File: src/rtl/dopc_pkg.sv
// ----------------------------------------------------------------------------
// dopc_pkg
// Types, codes and field widths shared by the open-page command generator.
// ----------------------------------------------------------------------------
package dopc_pkg;

    localparam int ADDRESS_BITS = 33;
    localparam int TIME_BITS    = 32;
    localparam int ROW_SHIFT    = 18;
    localparam int ROW_W        = ADDRESS_BITS - ROW_SHIFT;
    localparam int RC_W         = 15;
    localparam int COL_W        = 11;
    localparam int BUSY_W       = 11;
    localparam int TCFG_W       = 8;
    localparam int CFG_ADDR_W   = 3;
    localparam int MAX_CMDS     = 3;
    localparam int CNT_W        = 2;

    localparam logic [BUSY_W-1:0] SIMPLE_CYCLES = BUSY_W'(5);

    // request kinds
    typedef enum logic [1:0] {
        REQ_READ    = 2'd0,
        REQ_WRITE   = 2'd1,
        REQ_FETCH   = 2'd2,
        REQ_INVALID = 2'd3
    } req_t;

    // DRAM commands
    typedef enum logic [1:0] {
        CMD_PRE = 2'd0,
        CMD_ACT = 2'd1,
        CMD_RD  = 2'd2,
        CMD_WR  = 2'd3
    } dram_cmd_t;

    // configuration register indexes
    typedef enum logic [CFG_ADDR_W-1:0] {
        CFG_T_RAS   = 3'd0,
        CFG_T_RCD   = 3'd1,
        CFG_T_RP    = 3'd2,
        CFG_T_CAS   = 3'd3,
        CFG_T_BURST = 3'd4,
        CFG_SIMPLE  = 3'd5
    } cfg_idx_t;

    typedef struct packed {
        logic [TCFG_W-1:0] t_ras;
        logic [TCFG_W-1:0] t_rcd;
        logic [TCFG_W-1:0] t_rp;
        logic [TCFG_W-1:0] t_cas;
        logic [TCFG_W-1:0] t_burst;
        logic              simple_mode;
    } cfg_t;

    typedef struct packed {
        logic                 valid;
        logic [1:0]           bank;
        logic [ROW_W-1:0]     row;
        logic [TIME_BITS-1:0] act_time;
    } open_t;

    typedef struct packed {
        logic [TIME_BITS-1:0] issue_time;
        dram_cmd_t            dram_command;
        logic [1:0]           bank_group;
        logic [1:0]           bank_index;
        logic [RC_W-1:0]      row_or_column;
        logic                 last_of_request;
        logic [BUSY_W-1:0]    busy_cycles;
    } result_t;

    // command list for one request, entry 0 goes out first
    typedef struct packed {
        result_t [MAX_CMDS-1:0] res;
        logic [CNT_W-1:0]       count;
        logic                   upd;
        open_t                  next_open;
    } plan_t;

endpackage

File: src/rtl/dopc_plan.sv
// ----------------------------------------------------------------------------
// dopc_plan
// Classifies one request against the open row and builds its command list
// with timestamps, busy cycles and the next open-row state.
// ----------------------------------------------------------------------------
module dopc_plan (
    input  logic [1:0]                       command,
    input  logic [dopc_pkg::ADDRESS_BITS-1:0] address,
    input  logic [dopc_pkg::TIME_BITS-1:0]    now_time,
    input  dopc_pkg::cfg_t                   cfg,
    input  dopc_pkg::open_t                  open_st,
    output dopc_pkg::plan_t                  plan
);

    logic [1:0]                        bg;
    logic [1:0]                        bk;
    logic [dopc_pkg::COL_W-1:0]        col;
    logic [dopc_pkg::RC_W-1:0]         col_rc;
    logic [dopc_pkg::ROW_W-1:0]        row;
    logic [dopc_pkg::RC_W-1:0]         row_rc;
    dopc_pkg::dram_cmd_t               acc;
    logic                              row_hit;
    logic [dopc_pkg::TIME_BITS-1:0]    elapsed;
    logic                              in_ras;
    logic [dopc_pkg::TCFG_W-1:0]       wait_cyc;
    logic [dopc_pkg::TCFG_W:0]         off_act;
    logic [dopc_pkg::TCFG_W+1:0]       off_acc;
    logic [dopc_pkg::TCFG_W:0]         cas_burst;
    logic [dopc_pkg::TIME_BITS-1:0]    t_pre;
    logic [dopc_pkg::TIME_BITS-1:0]    t_act;
    logic [dopc_pkg::TIME_BITS-1:0]    t_acc_miss;
    logic [dopc_pkg::TIME_BITS-1:0]    t_acc_hit;
    dopc_pkg::result_t                 r_pre;
    dopc_pkg::result_t                 r_act;
    dopc_pkg::result_t                 r_acc;

    assign bg      = address[7:6];
    assign bk      = address[9:8];
    assign col     = {address[17:10], address[5:3]};
    assign col_rc  = dopc_pkg::RC_W'(col);
    assign row     = address[dopc_pkg::ADDRESS_BITS-1:dopc_pkg::ROW_SHIFT];
    assign row_rc  = dopc_pkg::RC_W'(row);
    assign acc     = (dopc_pkg::req_t'(command) == dopc_pkg::REQ_WRITE) ?
                     dopc_pkg::CMD_WR : dopc_pkg::CMD_RD;
    assign row_hit = open_st.valid && (row == open_st.row);

    // remaining tRAS since the last activate, modulo the time width
    assign elapsed  = now_time - open_st.act_time;
    assign in_ras   = open_st.valid
                   && (elapsed[dopc_pkg::TIME_BITS-1:dopc_pkg::TCFG_W] == '0)
                   && (elapsed[dopc_pkg::TCFG_W-1:0] < cfg.t_ras);
    assign wait_cyc = in_ras ? (cfg.t_ras - elapsed[dopc_pkg::TCFG_W-1:0]) : '0;

    assign off_act   = {1'b0, wait_cyc} + {1'b0, cfg.t_rp};
    assign off_acc   = {1'b0, off_act} + {2'b00, cfg.t_rcd};
    assign cas_burst = {1'b0, cfg.t_cas} + {1'b0, cfg.t_burst};

    assign t_pre      = now_time + dopc_pkg::TIME_BITS'(wait_cyc);
    assign t_act      = now_time + dopc_pkg::TIME_BITS'(off_act);
    assign t_acc_miss = now_time + dopc_pkg::TIME_BITS'(off_acc);
    assign t_acc_hit  = now_time + dopc_pkg::TIME_BITS'(cfg.t_rcd);

    always_comb begin
        r_pre = '0;
        r_act = '0;
        r_acc = '0;
        r_pre.dram_command  = dopc_pkg::CMD_PRE;
        r_pre.bank_group    = bg;
        r_pre.bank_index    = bk;
        r_act.dram_command  = dopc_pkg::CMD_ACT;
        r_act.bank_group    = bg;
        r_act.bank_index    = bk;
        r_act.row_or_column = row_rc;
        r_acc.dram_command  = acc;
        r_acc.bank_group    = bg;
        r_acc.bank_index    = bk;
        r_acc.row_or_column = col_rc;
        r_acc.last_of_request = 1'b1;

        plan = '0;
        plan.next_open.valid    = 1'b1;
        plan.next_open.bank     = bk;
        plan.next_open.row      = row;
        plan.next_open.act_time = open_st.act_time;

        if (dopc_pkg::req_t'(command) == dopc_pkg::REQ_INVALID) begin
            plan.count     = '0;
            plan.upd       = 1'b0;
            plan.next_open = open_st;
        end else if (cfg.simple_mode) begin
            r_acc.issue_time  = now_time;
            r_acc.busy_cycles = dopc_pkg::SIMPLE_CYCLES;
            plan.res[0]       = r_acc;
            plan.count        = dopc_pkg::CNT_W'(1);
            plan.upd          = 1'b0;
            plan.next_open    = open_st;
        end else if (row_hit && (bk == open_st.bank)) begin
            // page hit
            r_acc.issue_time  = now_time;
            r_acc.busy_cycles = dopc_pkg::BUSY_W'(cas_burst);
            plan.res[0]       = r_acc;
            plan.count        = dopc_pkg::CNT_W'(1);
            plan.upd          = 1'b1;
        end else if (row_hit) begin
            // same row, other bank: activate now
            r_act.issue_time  = now_time;
            r_acc.issue_time  = t_acc_hit;
            r_acc.busy_cycles = dopc_pkg::BUSY_W'(cfg.t_rcd) + dopc_pkg::BUSY_W'(cas_burst);
            plan.res[0]       = r_act;
            plan.res[1]       = r_acc;
            plan.count        = dopc_pkg::CNT_W'(2);
            plan.upd          = 1'b1;
            plan.next_open.act_time = now_time;
        end else begin
            r_pre.issue_time  = t_pre;
            r_act.issue_time  = t_act;
            r_acc.issue_time  = t_acc_miss;
            r_acc.busy_cycles = dopc_pkg::BUSY_W'(off_acc) + dopc_pkg::BUSY_W'(cas_burst);
            plan.res[0]       = r_pre;
            plan.res[1]       = r_act;
            plan.res[2]       = r_acc;
            plan.count        = dopc_pkg::CNT_W'(3);
            plan.upd          = 1'b1;
            plan.next_open.act_time = t_act;
        end
    end

endmodule

File: src/rtl/dopc_out_seq.sv
// ----------------------------------------------------------------------------
// dopc_out_seq
// Command buffer: holds one request's commands and shifts them out one item
// per accepted transfer.
// ----------------------------------------------------------------------------
module dopc_out_seq (
    input  logic              aclk,
    input  logic              aresetn,
    input  logic              load,
    input  dopc_pkg::plan_t   plan,
    output logic              free,
    output logic              m_tvalid,
    input  logic              m_tready,
    output dopc_pkg::result_t head
);

    dopc_pkg::result_t [dopc_pkg::MAX_CMDS-1:0] buf_reg, buf_next;
    logic [dopc_pkg::CNT_W-1:0]                cnt_reg, cnt_next;
    logic                                      take;

    assign m_tvalid = (cnt_reg != '0);
    assign take     = m_tvalid && m_tready;
    assign free     = (cnt_reg == '0) || (take && (cnt_reg == dopc_pkg::CNT_W'(1)));
    assign head     = buf_reg[0];

    always_comb begin
        buf_next = buf_reg;
        cnt_next = cnt_reg;
        if (load) begin
            buf_next = plan.res;
            cnt_next = plan.count;
        end else if (take) begin
            for (int i = 0; i < dopc_pkg::MAX_CMDS - 1; i++) begin
                buf_next[i] = buf_reg[i+1];
            end
            cnt_next = cnt_reg - dopc_pkg::CNT_W'(1);
        end
    end

    always_ff @(posedge aclk) begin
        buf_reg <= buf_next;
        if (!aresetn) begin
            cnt_reg <= '0;
        end else begin
            cnt_reg <= cnt_next;
        end
    end

endmodule

File: src/rtl/dram_open_page_command_generator.sv
// ----------------------------------------------------------------------------
// dram_open_page_command_generator
// Open-page DRAM command generator: one request in, PRE/ACT/access out.
// ----------------------------------------------------------------------------
// The first command of a request passes the input register, then the buffer.
// Each request yields 0..3 commands; the single command buffer drains one item
//   per cycle while m_tready is high; the input register buffers one request.
// Reset: synchronous, active low; timing registers return to defaults
//   (tRAS 52, tRCD/tRP/tCAS 24, burst 4, simple mode off), no row open.
module dram_open_page_command_generator (
    input  logic        aclk,
    input  logic        aresetn,

    input  logic        s_tvalid,
    output logic        s_tready,
    input  logic [71:0] s_tdata,   // address[32:0], now_time[64:33], zero pad
    input  logic [1:0]  s_tuser,   // command

    output logic        m_tvalid,
    input  logic        m_tready,
    output logic [63:0] m_tdata,   // issue_time[31:0], bank_group[33:32],
                                   // bank_index[35:34], row_or_column[50:36],
                                   // busy_cycles[61:51], zero pad
    output logic [1:0]  m_tuser,   // dram_command
    output logic        m_tlast,   // last_of_request

    input  logic        cfg_wr_en,
    input  logic [2:0]  cfg_addr,
    input  logic [7:0]  cfg_wdata
);

    localparam int TW = dopc_pkg::TIME_BITS;
    localparam int AW = dopc_pkg::ADDRESS_BITS;

    dopc_pkg::cfg_t          cfg_reg;
    dopc_pkg::open_t         open_reg;
    logic                    in_valid_reg;
    logic [1:0]              in_cmd_reg;
    logic [AW-1:0]           in_addr_reg;
    logic [TW-1:0]           in_now_reg;
    logic                    seq_free;
    logic                    proceed;
    logic                    s_take;
    dopc_pkg::plan_t         plan;
    dopc_pkg::result_t       head;

    assign proceed  = in_valid_reg && seq_free;
    assign s_tready = !in_valid_reg || seq_free;
    assign s_take   = s_tvalid && s_tready;

    // configuration registers
    always_ff @(posedge aclk) begin
        if (!aresetn) begin
            cfg_reg.t_ras       <= 8'd52;
            cfg_reg.t_rcd       <= 8'd24;
            cfg_reg.t_rp        <= 8'd24;
            cfg_reg.t_cas       <= 8'd24;
            cfg_reg.t_burst     <= 8'd4;
            cfg_reg.simple_mode <= 1'b0;
        end else if (cfg_wr_en) begin
            case (dopc_pkg::cfg_idx_t'(cfg_addr))
                dopc_pkg::CFG_T_RAS:   cfg_reg.t_ras       <= cfg_wdata;
                dopc_pkg::CFG_T_RCD:   cfg_reg.t_rcd       <= cfg_wdata;
                dopc_pkg::CFG_T_RP:    cfg_reg.t_rp        <= cfg_wdata;
                dopc_pkg::CFG_T_CAS:   cfg_reg.t_cas       <= cfg_wdata;
                dopc_pkg::CFG_T_BURST: cfg_reg.t_burst     <= cfg_wdata;
                dopc_pkg::CFG_SIMPLE:  cfg_reg.simple_mode <= cfg_wdata[0];
                default: ;
            endcase
        end
    end

    // input register
    always_ff @(posedge aclk) begin
        if (s_take) begin
            in_cmd_reg  <= s_tuser;
            in_addr_reg <= s_tdata[AW-1:0];
            in_now_reg  <= s_tdata[AW+TW-1:AW];
        end
        if (!aresetn) begin
            in_valid_reg <= 1'b0;
        end else if (s_take) begin
            in_valid_reg <= 1'b1;
        end else if (proceed) begin
            in_valid_reg <= 1'b0;
        end
    end

    dopc_plan u_plan (
        .command  (in_cmd_reg),
        .address  (in_addr_reg),
        .now_time (in_now_reg),
        .cfg      (cfg_reg),
        .open_st  (open_reg),
        .plan     (plan)
    );

    // open-row tracking
    always_ff @(posedge aclk) begin
        if (!aresetn) begin
            open_reg <= '0;
        end else if (proceed && plan.upd) begin
            open_reg <= plan.next_open;
        end
    end

    dopc_out_seq u_out_seq (
        .aclk     (aclk),
        .aresetn  (aresetn),
        .load     (proceed),
        .plan     (plan),
        .free     (seq_free),
        .m_tvalid (m_tvalid),
        .m_tready (m_tready),
        .head     (head)
    );

    assign m_tdata = {2'b00, head.busy_cycles, head.row_or_column,
                      head.bank_index, head.bank_group, head.issue_time};
    assign m_tuser = head.dram_command;
    assign m_tlast = head.last_of_request;

endmodule

File: config.mk
export PLATFORM = sky130hd
export DESIGN_NAME = dram_open_page_command_generator
export DESIGN_NICKNAME = d
export VERILOG_FILES = /design/src/rtl/dopc_pkg.sv /design/src/rtl/dopc_plan.sv /design/src/rtl/dopc_out_seq.sv /design/src/rtl/dram_open_page_command_generator.sv
export SDC_FILE = /design/constraint.sdc
export NUM_CORES = 1
export LEC_CHECK = 0
export ABC_AREA = 1
export BUFFER_PORTS_ARGS = -buffer_cell sky130_fd_sc_hd__clkbuf_2
export CORE_MARGIN = 5
export CORE_UTILIZATION = 65
export CTS_BUF_LIST = sky130_fd_sc_hd__clkbuf_4 sky130_fd_sc_hd__clkbuf_8
export CTS_CLUSTER_DIAMETER = 60
export CTS_CLUSTER_SIZE = 30
export DETAILED_ROUTE_END_ITERATION = 7
export PLACE_DENSITY = 0.85
export SKIP_LAST_GASP = 1
export SLEW_MARGIN = 40
export SYNTH_ARGS = -nofsm -noshare
export SYNTH_HDL_FRONTEND = slang
export SYNTH_HIERARCHICAL = 1
export SYNTH_SLANG_ARGS = --single-unit
File: constraint.sdc
create_clock -name aclk -period 16.9 [get_ports aclk]
set_input_delay 1.69 -clock aclk [delete_from_list [all_inputs] [get_ports aclk]]
set_output_delay 1.69 -clock aclk [all_outputs]
set_load 0.02 [all_outputs]
==> results_dict.tcl, run 1 <==
set metrics [dict create \
    p_switching_uw 1133 \
    dpl.hpwl_um 50940 \
    cap_violations 0 \
    cts_buffers 27 \
    startpoint_type "register" \
    fp-row-count 71 \
    antenna_found_initial 0 \
    firstDrtPassIters 6 \
    grt_overflow 0 \
    drc_errors 0 \
    leakage_uw 0.01247 \
    die_h_um 203.6 \
    yosysWarnings 6 \
    hold_end "cfg_reg[12]$_SDFFE_PN1P_" \
    relSlewSlack 0.4124 \
    r2r_setup_slack_ns 7.99 \
    cts_tree "built" \
    outcome "completed" \
    intPower_uw 1714 \
    skew_ns 0.03016 \
    cts.path.max_buffers 3 \
    crit_family "simple AND/OR/NAND/NOR gates" \
    first_iter_violations 2810 \
    min_path_type "reg -> reg" \
    io_buffers 146 \
    path_clk_slew_ns 0.13 \
    timing.critical_path.to_type "register" \
    grt_pass1_wl_um 105900 \
    peakVddDrop_uv 112.3 \
    final_area_um2 25570 \
    die_w_um 203.6 \
    ant_nets 0 \
    largest_register_ffs 130 \
    routed_wl_um 67590 \
    hold_depth 2 \
    hold_violations 0 \
    vias_per_cell 5.655 \
    cts_sinks 353 \
    die-area_um2 41440 \
    fmax_mhz 112.3 \
    p_seq_frac 0.439 \
    clk-insertion-delay-late_ns 0.65 \
    crit_slowest_cell "edfxtp_1" \
    routabilityCongestion 1.006 \
    detail_route.wl_per_cell_um 17.25 \
    slowest_delay_ns 0.56 \
    setup_viol 0 \
    slew_violations 0 \
    cts-htree-levels 1 \
    core_area_um2 37310 \
    worstSetupPathType "reg -> reg" \
    r2r-end "u_out_seq/buf_reg[186]$_DFFE_PP_" \
    r2r-start "in_now_reg[0]$_DFFE_PP_" \
    grt_usage 0.3172 \
    pwr-share-comb 0.359 \
    grt_max_degree 112 \
    grt_pass1_vias 20290 \
    arrival_ns 9.40 \
    powerDensity_nw_per_um2 111.3 \
    syn_inst 3405 \
    cts_root_buf "clkbuf_8" \
    fin_crit_ns 8.908 \
    timing.final.crit_share 0.5271 \
    worstPathRequired_ns 17.39 \
    r2r_cells 45 \
    clock_power_share 0.202 \
    area_growth_pct 5.015 \
    switching_share 0.3979 \
    rsz0062_at_grt "no" \
    placed_area_um2 24830 \
    path_common_cell "nand2_1" \
    cp_max_fo 7 \
    start_util 0.6527 \
    layout-drive-gt1-share 0.08331 \
    critPathBufInv 7 \
    synth_area_per_cell_um2 7.152 \
    hold_path.startpoint "cfg_reg[12]$_SDFFE_PN1P_" \
    worst-slew-pin-transition_ns 0.8791 \
    antenna_cells 0 \
    num_vias 22160 \
    netlist_area_um2 24350 \
    setup_tns_ns 0 \
    cts_setup_buffers 0 \
    cts_resized 0 \
    ios 159 \
    nNetsFinal 3643 \
    cts_hold_buf 0 \
]
-- area by class of cell --
cell class	instances	area [um^2]
inverters	465	1758
flip-flops and latches	353	9659
multi-input cells	2416	11940
repair buffers	162	890.9
well taps	474	593.1
clock inverters	20	340.3
fillers	3204	11740
clock buffers	29	392.9
-- layer usage --
metal  wire, um  global-route usage
met5          0                   0
met4       1656             0.07444
met3       7832             0.05867
met2      29110              0.4830
met1      28990              0.4749
-- worst max-delay path by stage --
stage                            start                          endpoint  slack [ns]  depth (start not counted)
2_1_floorplan  in_now_reg[0]$_DFFE_PP_  u_out_seq/buf_reg[191]$_DFFE_PP_       10.16                         53
3_3_place_gp   in_now_reg[0]$_DFFE_PP_  u_out_seq/buf_reg[191]$_DFFE_PP_        8.58                         53
3_5_place_dp   in_now_reg[0]$_DFFE_PP_  u_out_seq/buf_reg[190]$_DFFE_PP_        8.34                         44
4_1_cts        in_now_reg[0]$_DFFE_PP_  u_out_seq/buf_reg[180]$_DFFE_PP_        8.29                         45
5_1_grt        in_now_reg[0]$_DFFE_PP_  u_out_seq/buf_reg[180]$_DFFE_PP_        7.45                         45
6_report       in_now_reg[0]$_DFFE_PP_  u_out_seq/buf_reg[186]$_DFFE_PP_        7.99                         45
-- worst reg2reg max path, delay by kind of cell, from the launching register on --
family                   cells  cell delay (ns)
flip-flops                   1             0.56
AO/OA/AOI/OAI               10             2.08
adder cells (fa/ha/maj)      6             2.04
buffers and inverters        7             0.88
XOR/XNOR                     2             0.35
AND/OR/NAND/NOR             20             2.85
-- layout by cell type, fill, tap and decap left out, types with 90 or more instances in the layout --
cell / instances
nand2_1: 1082
nor2_1: 471
inv_1: 450
edfxtp_1: 259
a21oi_1: 166
clkbuf_2: 145
nand3_1: 136
ha_1: 119
dfxtp_1: 94
o21ai_0: 90
-- power by group through the flow --
| stage | combinational [uW] | sequential [uW] | clock, uW |
|---|---|---|---|
| floorplan | 808 | 1250 | 0 |
| global placement | 958 | 1260 | 0 |
| detailed placement | 1000 | 1270 | 0 |
| CTS | 1010 | 1250 | 583 |
| global route | 1140 | 1260 | 622 |
| finish | 1020 | 1250 | 575 |
-- through the flow --
step | cells | setup WS, ns | hold WS, ns | power (uW) | utilization
6_report | 3919 | 7.992 | 0.4861 | 2846 | 0.6854
5_1_grt | 3919 | 7.445 | 0.5122 | 3022 | 0.6854
4_1_cts | 3919 | 8.289 | 0.4860 | 2837 | 0.6851
3_5_place_dp | 3870 | 8.339 | 0.4582 | 2269 | 0.6655
3_3_place_gp | 3868 | 8.583 | 0.4481 | 2220 | 0.6637
2_1_floorplan | 3412 | 10.16 | 0.4323 | 2053 | -
(Power assumes the default switching activity.)
==> inputs of run 2 (changes only) <==
--- a/config.mk
+++ b/config.mk
@@ -8,12 +8,12 @@
 export ABC_AREA = 1
 export BUFFER_PORTS_ARGS = -buffer_cell sky130_fd_sc_hd__clkbuf_2
 export CORE_MARGIN = 5
-export CORE_UTILIZATION = 65
+export CORE_UTILIZATION = 58
 export CTS_BUF_LIST = sky130_fd_sc_hd__clkbuf_4 sky130_fd_sc_hd__clkbuf_8
 export CTS_CLUSTER_DIAMETER = 60
 export CTS_CLUSTER_SIZE = 30
 export DETAILED_ROUTE_END_ITERATION = 7
-export PLACE_DENSITY = 0.85
+export PLACE_DENSITY = 0.8
 export SKIP_LAST_GASP = 1
 export SLEW_MARGIN = 40
 export SYNTH_ARGS = -nofsm -noshare
==> constraint.sdc (replaced) <==
create_clock -name aclk -period 8.1 [get_ports aclk]
set_input_delay 0.81 -clock aclk [delete_from_list [all_inputs] [get_ports aclk]]
set_output_delay 0.81 -clock aclk [all_outputs]
set_load 0.02 [all_outputs]
==> results_dict.tcl, run 2 (synthesized netlist as in run 1, its figures left out) <==
set metrics [dict create \
    r2r-start "in_now_reg[0]$_DFFE_PP_" \
    cts_sinks 353 \
    worstPathRequired_ns 8.46 \
    hold_end "in_addr_reg[11]$_DFFE_PP_" \
    path_clk_slew_ns 0.14 \
    rsz0062_at_grt "yes" \
    timing.final.crit_share 0.9220 \
    die_h_um 214.9 \
    grt_overflow 0 \
    dpl.hpwl_um 47550 \
    met1_usage 0.4178 \
    hold_depth 1 \
    worst-slew-pin-transition_ns 0.9024 \
    cts_buffers 26 \
    largest_register_ffs 130 \
    hold_violations 0 \
    num_vias 21570 \
    area_growth_pct 5.446 \
    clk-insertion-delay-late_ns 0.66 \
    powerDensity_nw_per_um2 224.9 \
    arrival_ns 7.83 \
    stdcell_count 4000 \
    nNetsFinal 3659 \
    grtUsageMet2 0.3936 \
    cts.path.max_buffers 3 \
    crit_slowest_cell "edfxtp_1" \
    setup_viol 0 \
    hold_path.startpoint "s_tdata[11]" \
    cp_max_fo 7 \
    top_usage_layer "met1" \
    leakage_uw 0.01250 \
    cts_tree "built" \
    fp-row-count 75 \
    startpoint_type "register" \
    outcome "completed" \
    globalRouteMet3Util 0.04517 \
    drc_errors 0 \
    slew_violations 0 \
    skew_ns 0.04055 \
    fillerInstances 3833 \
    worstSetupPathType "reg -> reg" \
    start_util 0.5832 \
    routabilityCongestion 0.9680 \
    first_iter_violations 2338 \
    firstDrtPassIters 6 \
    timing.critical_path.to_type "register" \
    fmax_mhz 133.9 \
    grt_usage 0.2680 \
    peakVddDrop_uv 177.3 \
    cts-htree-levels 1 \
    io_buffers 146 \
    layout-drive-gt1-share 0.09073 \
    die-area_um2 46180 \
    die_w_um 214.9 \
    detail_route.wl_per_cell_um 16.06 \
    cap_violations 0 \
    cts_root_buf "clkbuf_8" \
    fin_crit_ns 7.469 \
    grt_max_degree 115 \
    r2r_cells 53 \
    vias_per_cell 5.392 \
    min_path_type "in -> reg" \
    antenna_cells 0 \
    path_common_cell "nand2_1" \
    ant_nets 0 \
    r2r-end "u_out_seq/buf_reg[185]$_DFFE_PP_" \
    place_inst 3951 \
    slowest_delay_ns 0.40 \
    core_area_um2 41760 \
    antenna_found_initial 0 \
    r2r_setup_slack_ns 0.63 \
    most-common-layout-cells "1079 x nand2_1, 468 x nor2_1, 449 x inv_1" \
    grt_pass1_wl_um 101600 \
    ios 159 \
    finalPower_uw 5775 \
    final_common_cell "nand2_1" \
    grt_pass1_vias 19190 \
    routed_wl_um 64240 \
    relSlewSlack 0.3963 \
]
-- run 2: cell count changes in the layout (fill, tap and decap cells not counted), moves of 3 or more --
cell	delta
buf_4	+17
bufinv_16	-4
clkinv_8	-3
nand2_1	-3
nand2_2	+3
nor2_1	-3
-- run 2: worst max path at each step --
stage,start,endpoint,slack (ns),cells after the start
6_report,in_now_reg[0]$_DFFE_PP_,u_out_seq/buf_reg[185]$_DFFE_PP_,0.63,53
5_1_grt,in_now_reg[0]$_DFFE_PP_,u_out_seq/buf_reg[185]$_DFFE_PP_,-0.04,54
4_1_cts,in_now_reg[0]$_DFFE_PP_,u_out_seq/buf_reg[191]$_DFFE_PP_,0.21,53
3_5_place_dp,in_now_reg[0]$_DFFE_PP_,u_out_seq/buf_reg[191]$_DFFE_PP_,0.25,53
3_3_place_gp,in_now_reg[0]$_DFFE_PP_,u_out_seq/buf_reg[191]$_DFFE_PP_,0.35,53
2_1_floorplan,in_now_reg[0]$_DFFE_PP_,u_out_seq/buf_reg[191]$_DFFE_PP_,1.36,53
-- run 2: critical path, delay by kind of cell (launching register included) --
kind | cells | cell delay, ns
fa+ha+maj | 7 | 1.86
xor+xnor | 3 | 0.46
compound gates | 6 | 1.05
flops | 1 | 0.40
buf+inv | 8 | 0.82
simple gates | 29 | 2.58
-- run 2: metal layers --
layer | up-vias | routed length, um | share of wire
met5 | - | 0 | 0
met4 | 0 | 1234 | 0.019
met3 | 102 | 6911 | 0.11
met2 | 962 | 26910 | 0.42
met1 | 9696 | 29190 | 0.45
li1 | 10810 | - | -
-- run 2: report_power, final --
group          switching (uW)  internal (uW)  leakage (uW)
Combinational            1500            638       0.00893
Clock                     675            384      0.000309
Sequential                149           2430       0.00325
Total                    2320           3460        0.0125
-- run 2: cell type report --
cell class,instances,area [um^2],share of cell area
clock inverters,19,201.4,0.007845
inverters,465,1759,0.06851
well taps,539,674.4,0.02626
clock buffers,29,392.9,0.01530
multi-input cells,2416,11990,0.4669
flip-flops and latches,353,9659,0.3762
repair buffers,179,1001,0.03898
-- run 2: stage by stage --
step / setup slack, ns / area, um^2 / hold WS, ns / utilization / TNS (ns)
after global routing: -0.04446 / 25680 / 0.2853 / 0.6149 / -0.06010
after detailed placement: 0.2515 / 25010 / 0.4637 / 0.5989 / 0
after CTS: 0.2054 / 25600 / 0.2798 / 0.6131 / 0
after global placement: 0.3535 / 24980 / 0.4526 / 0.5983 / 0
final: 0.6314 / 25680 / 0.3101 / 0.6149 / 0
after floorplan: 1.360 / 24380 / 0.4323 / - / 0
-- run 2: what timing repair did --
action                                  CTS  global route
endpoints found under the setup margin    0            32
hold buffers                              0             0
buffers inserted                          0             1
resized for setup                         0            17
==> inputs of run 3 (changes only) <==
--- a/config.mk
+++ b/config.mk
@@ -5,7 +5,6 @@
 export SDC_FILE = /design/constraint.sdc
 export NUM_CORES = 1
 export LEC_CHECK = 0
-export ABC_AREA = 1
 export BUFFER_PORTS_ARGS = -buffer_cell sky130_fd_sc_hd__clkbuf_2
 export CORE_MARGIN = 5
 export CORE_UTILIZATION = 58
==> results_dict.tcl, run 3 <==
set metrics [dict create \
    final_common_cell "nand2_1" \
    final-seq-area_um2 9659 \
    setup_viol 0 \
    num_vias 18620 \
    path_clk_slew_ns 0.13 \
    arrival_ns 8.26 \
    layout-drive-gt1-share 0.1996 \
    hold_violations 0 \
    placed_area_um2 24740 \
    cts_root_buf "clkbuf_8" \
    powerDensity_nw_per_um2 214.8 \
    cts.path.max_buffers 3 \
    leakage_uw 0.01015 \
    clk-insertion-delay-late_ns 0.65 \
    crit_family "compound AO/OA/AOI/OAI gates" \
    setup_tns_ns 0 \
    io_buffers 146 \
    synth_area_per_cell_um2 9.861 \
    antenna_found_initial 0 \
    core_area_um2 40650 \
    multi_input_area_um2 12780 \
    die-area_um2 45120 \
    worstPathRequired_ns 8.59 \
    syn_inst 2410 \
    netlist_area_um2 23760 \
    fin_crit_ns 7.770 \
    start_util 0.5847 \
    slowest_delay_ns 0.40 \
    ios 159 \
    grt_usage 0.2753 \
    cts_buffers 35 \
    min_path_type "in -> reg" \
    routabilityCongestion 0.9534 \
    startpoint_type "register" \
    grt_overflow 0 \
    timing.final.crit_share 0.9593 \
    first_iter_violations 1905 \
    yosysWarnings 6 \
    grt_pass1_vias 18080 \
    worstSetupPathType "reg -> reg" \
    r2r_setup_slack_ns 0.33 \
    relSlewSlack 0.4237 \
    ant_nets 0 \
    cp_max_fo 5 \
    detail_route.wl_per_cell_um 21.08 \
    routed_wl_um 64130 \
    crit_slowest_cell "edfxtp_1" \
    critPathBufInv 4 \
    vias_per_cell 6.119 \
    cts_hold_buf 0 \
    cap_violations 0 \
    final_area_um2 25820 \
    fillerInstances 3260 \
    grt_pass1_wl_um 98990 \
    cts_tree "built" \
    skew_ns 0.04153 \
    die_h_um 212.4 \
    cts_sinks 353 \
    dpl.hpwl_um 46360 \
    fp-row-count 74 \
    nNetsFinal 2701 \
    worst-slew-pin-transition_ns 0.8645 \
    drc_errors 0 \
    area_growth_pct 8.651 \
    die_w_um 212.4 \
    firstDrtPassIters 5 \
    path_common_cell "ha_1" \
    largest_register_ffs 130 \
    fmax_mhz 128.7 \
    timing.critical_path.to_type "register" \
    peakVddDrop_uv 184.3 \
    outcome "completed" \
    most-common-layout-cells "327 x nand2_1, 259 x edfxtp_1, 145 x clkbuf_2" \
    grt_max_degree 93 \
    cts-htree-levels 2 \
    slew_violations 0 \
]
## run 3: final cells by class
class / instances / share of cell area
timing repair buffer: 242 / 0.05960
inverter: 91 / 0.01323
multi-input combinational: 1760 / 0.4951
sequential: 353 / 0.3741
clock buffer: 38 / 0.01977
tap: 532 / 0.02578
antenna: 1 / 0.00009692
clock inverter: 26 / 0.01231
## run 3: layer usage
layer  share of wire  wire length (um)  GRT usage
met5               0                 0          0
met4           0.046              2964     0.1223
met3           0.065              4178    0.03069
met2            0.49             31120     0.4601
met1            0.40             25870     0.3634
## run 3: what timing repair did
action                                 4_1_cts  5_1_grt
gates resized for setup                      0       36
setup endpoints to repair                    0       64
setup buffers                                0        6
endpoints found under the hold margin        0        0
## run 3: worst paths after layout
| kind | startpoint | end | cells after the start |
|---|---|---|---|
| setup / recovery | in_now_reg[0]$_DFFE_PP_ | u_out_seq/buf_reg[190]$_DFFE_PP_ | 35 |
| hold / removal | s_tdata[22] | in_addr_reg[22]$_DFFE_PP_ | 1 |
| setup reg to reg | in_now_reg[0]$_DFFE_PP_ | u_out_seq/buf_reg[190]$_DFFE_PP_ | 35 |
| hold reg to reg | open_reg[5]$_SDFFE_PN0P_ | open_reg[5]$_SDFFE_PN0P_ | 2 |
## run 3: metrics by stage
step | instances | util | setup slack (ns) | power, uW | hold slack, ns
after floorplan | 2417 | - | 0.7738 | 3863 | 0.4347
after global placement | 2967 | 0.6067 | 0.2936 | 4187 | 0.4430
after detailed placement | 2970 | 0.6088 | 0.06140 | 4263 | 0.4550
after CTS | 3034 | 0.6291 | 0.004645 | 5543 | 0.2916
after global routing | 3042 | 0.6352 | -0.1072 | 5807 | 0.2932
final | 3043 | 0.6352 | 0.3297 | 5546 | 0.3334
## run 3: power breakdown
| part | internal (uW) | switching, uW |
|---|---|---|
| Clock | 503 | 777 |
| Sequential | 2350 | 124 |
| Combinational | 708 | 1090 |
| Total | 3560 | 1990 |
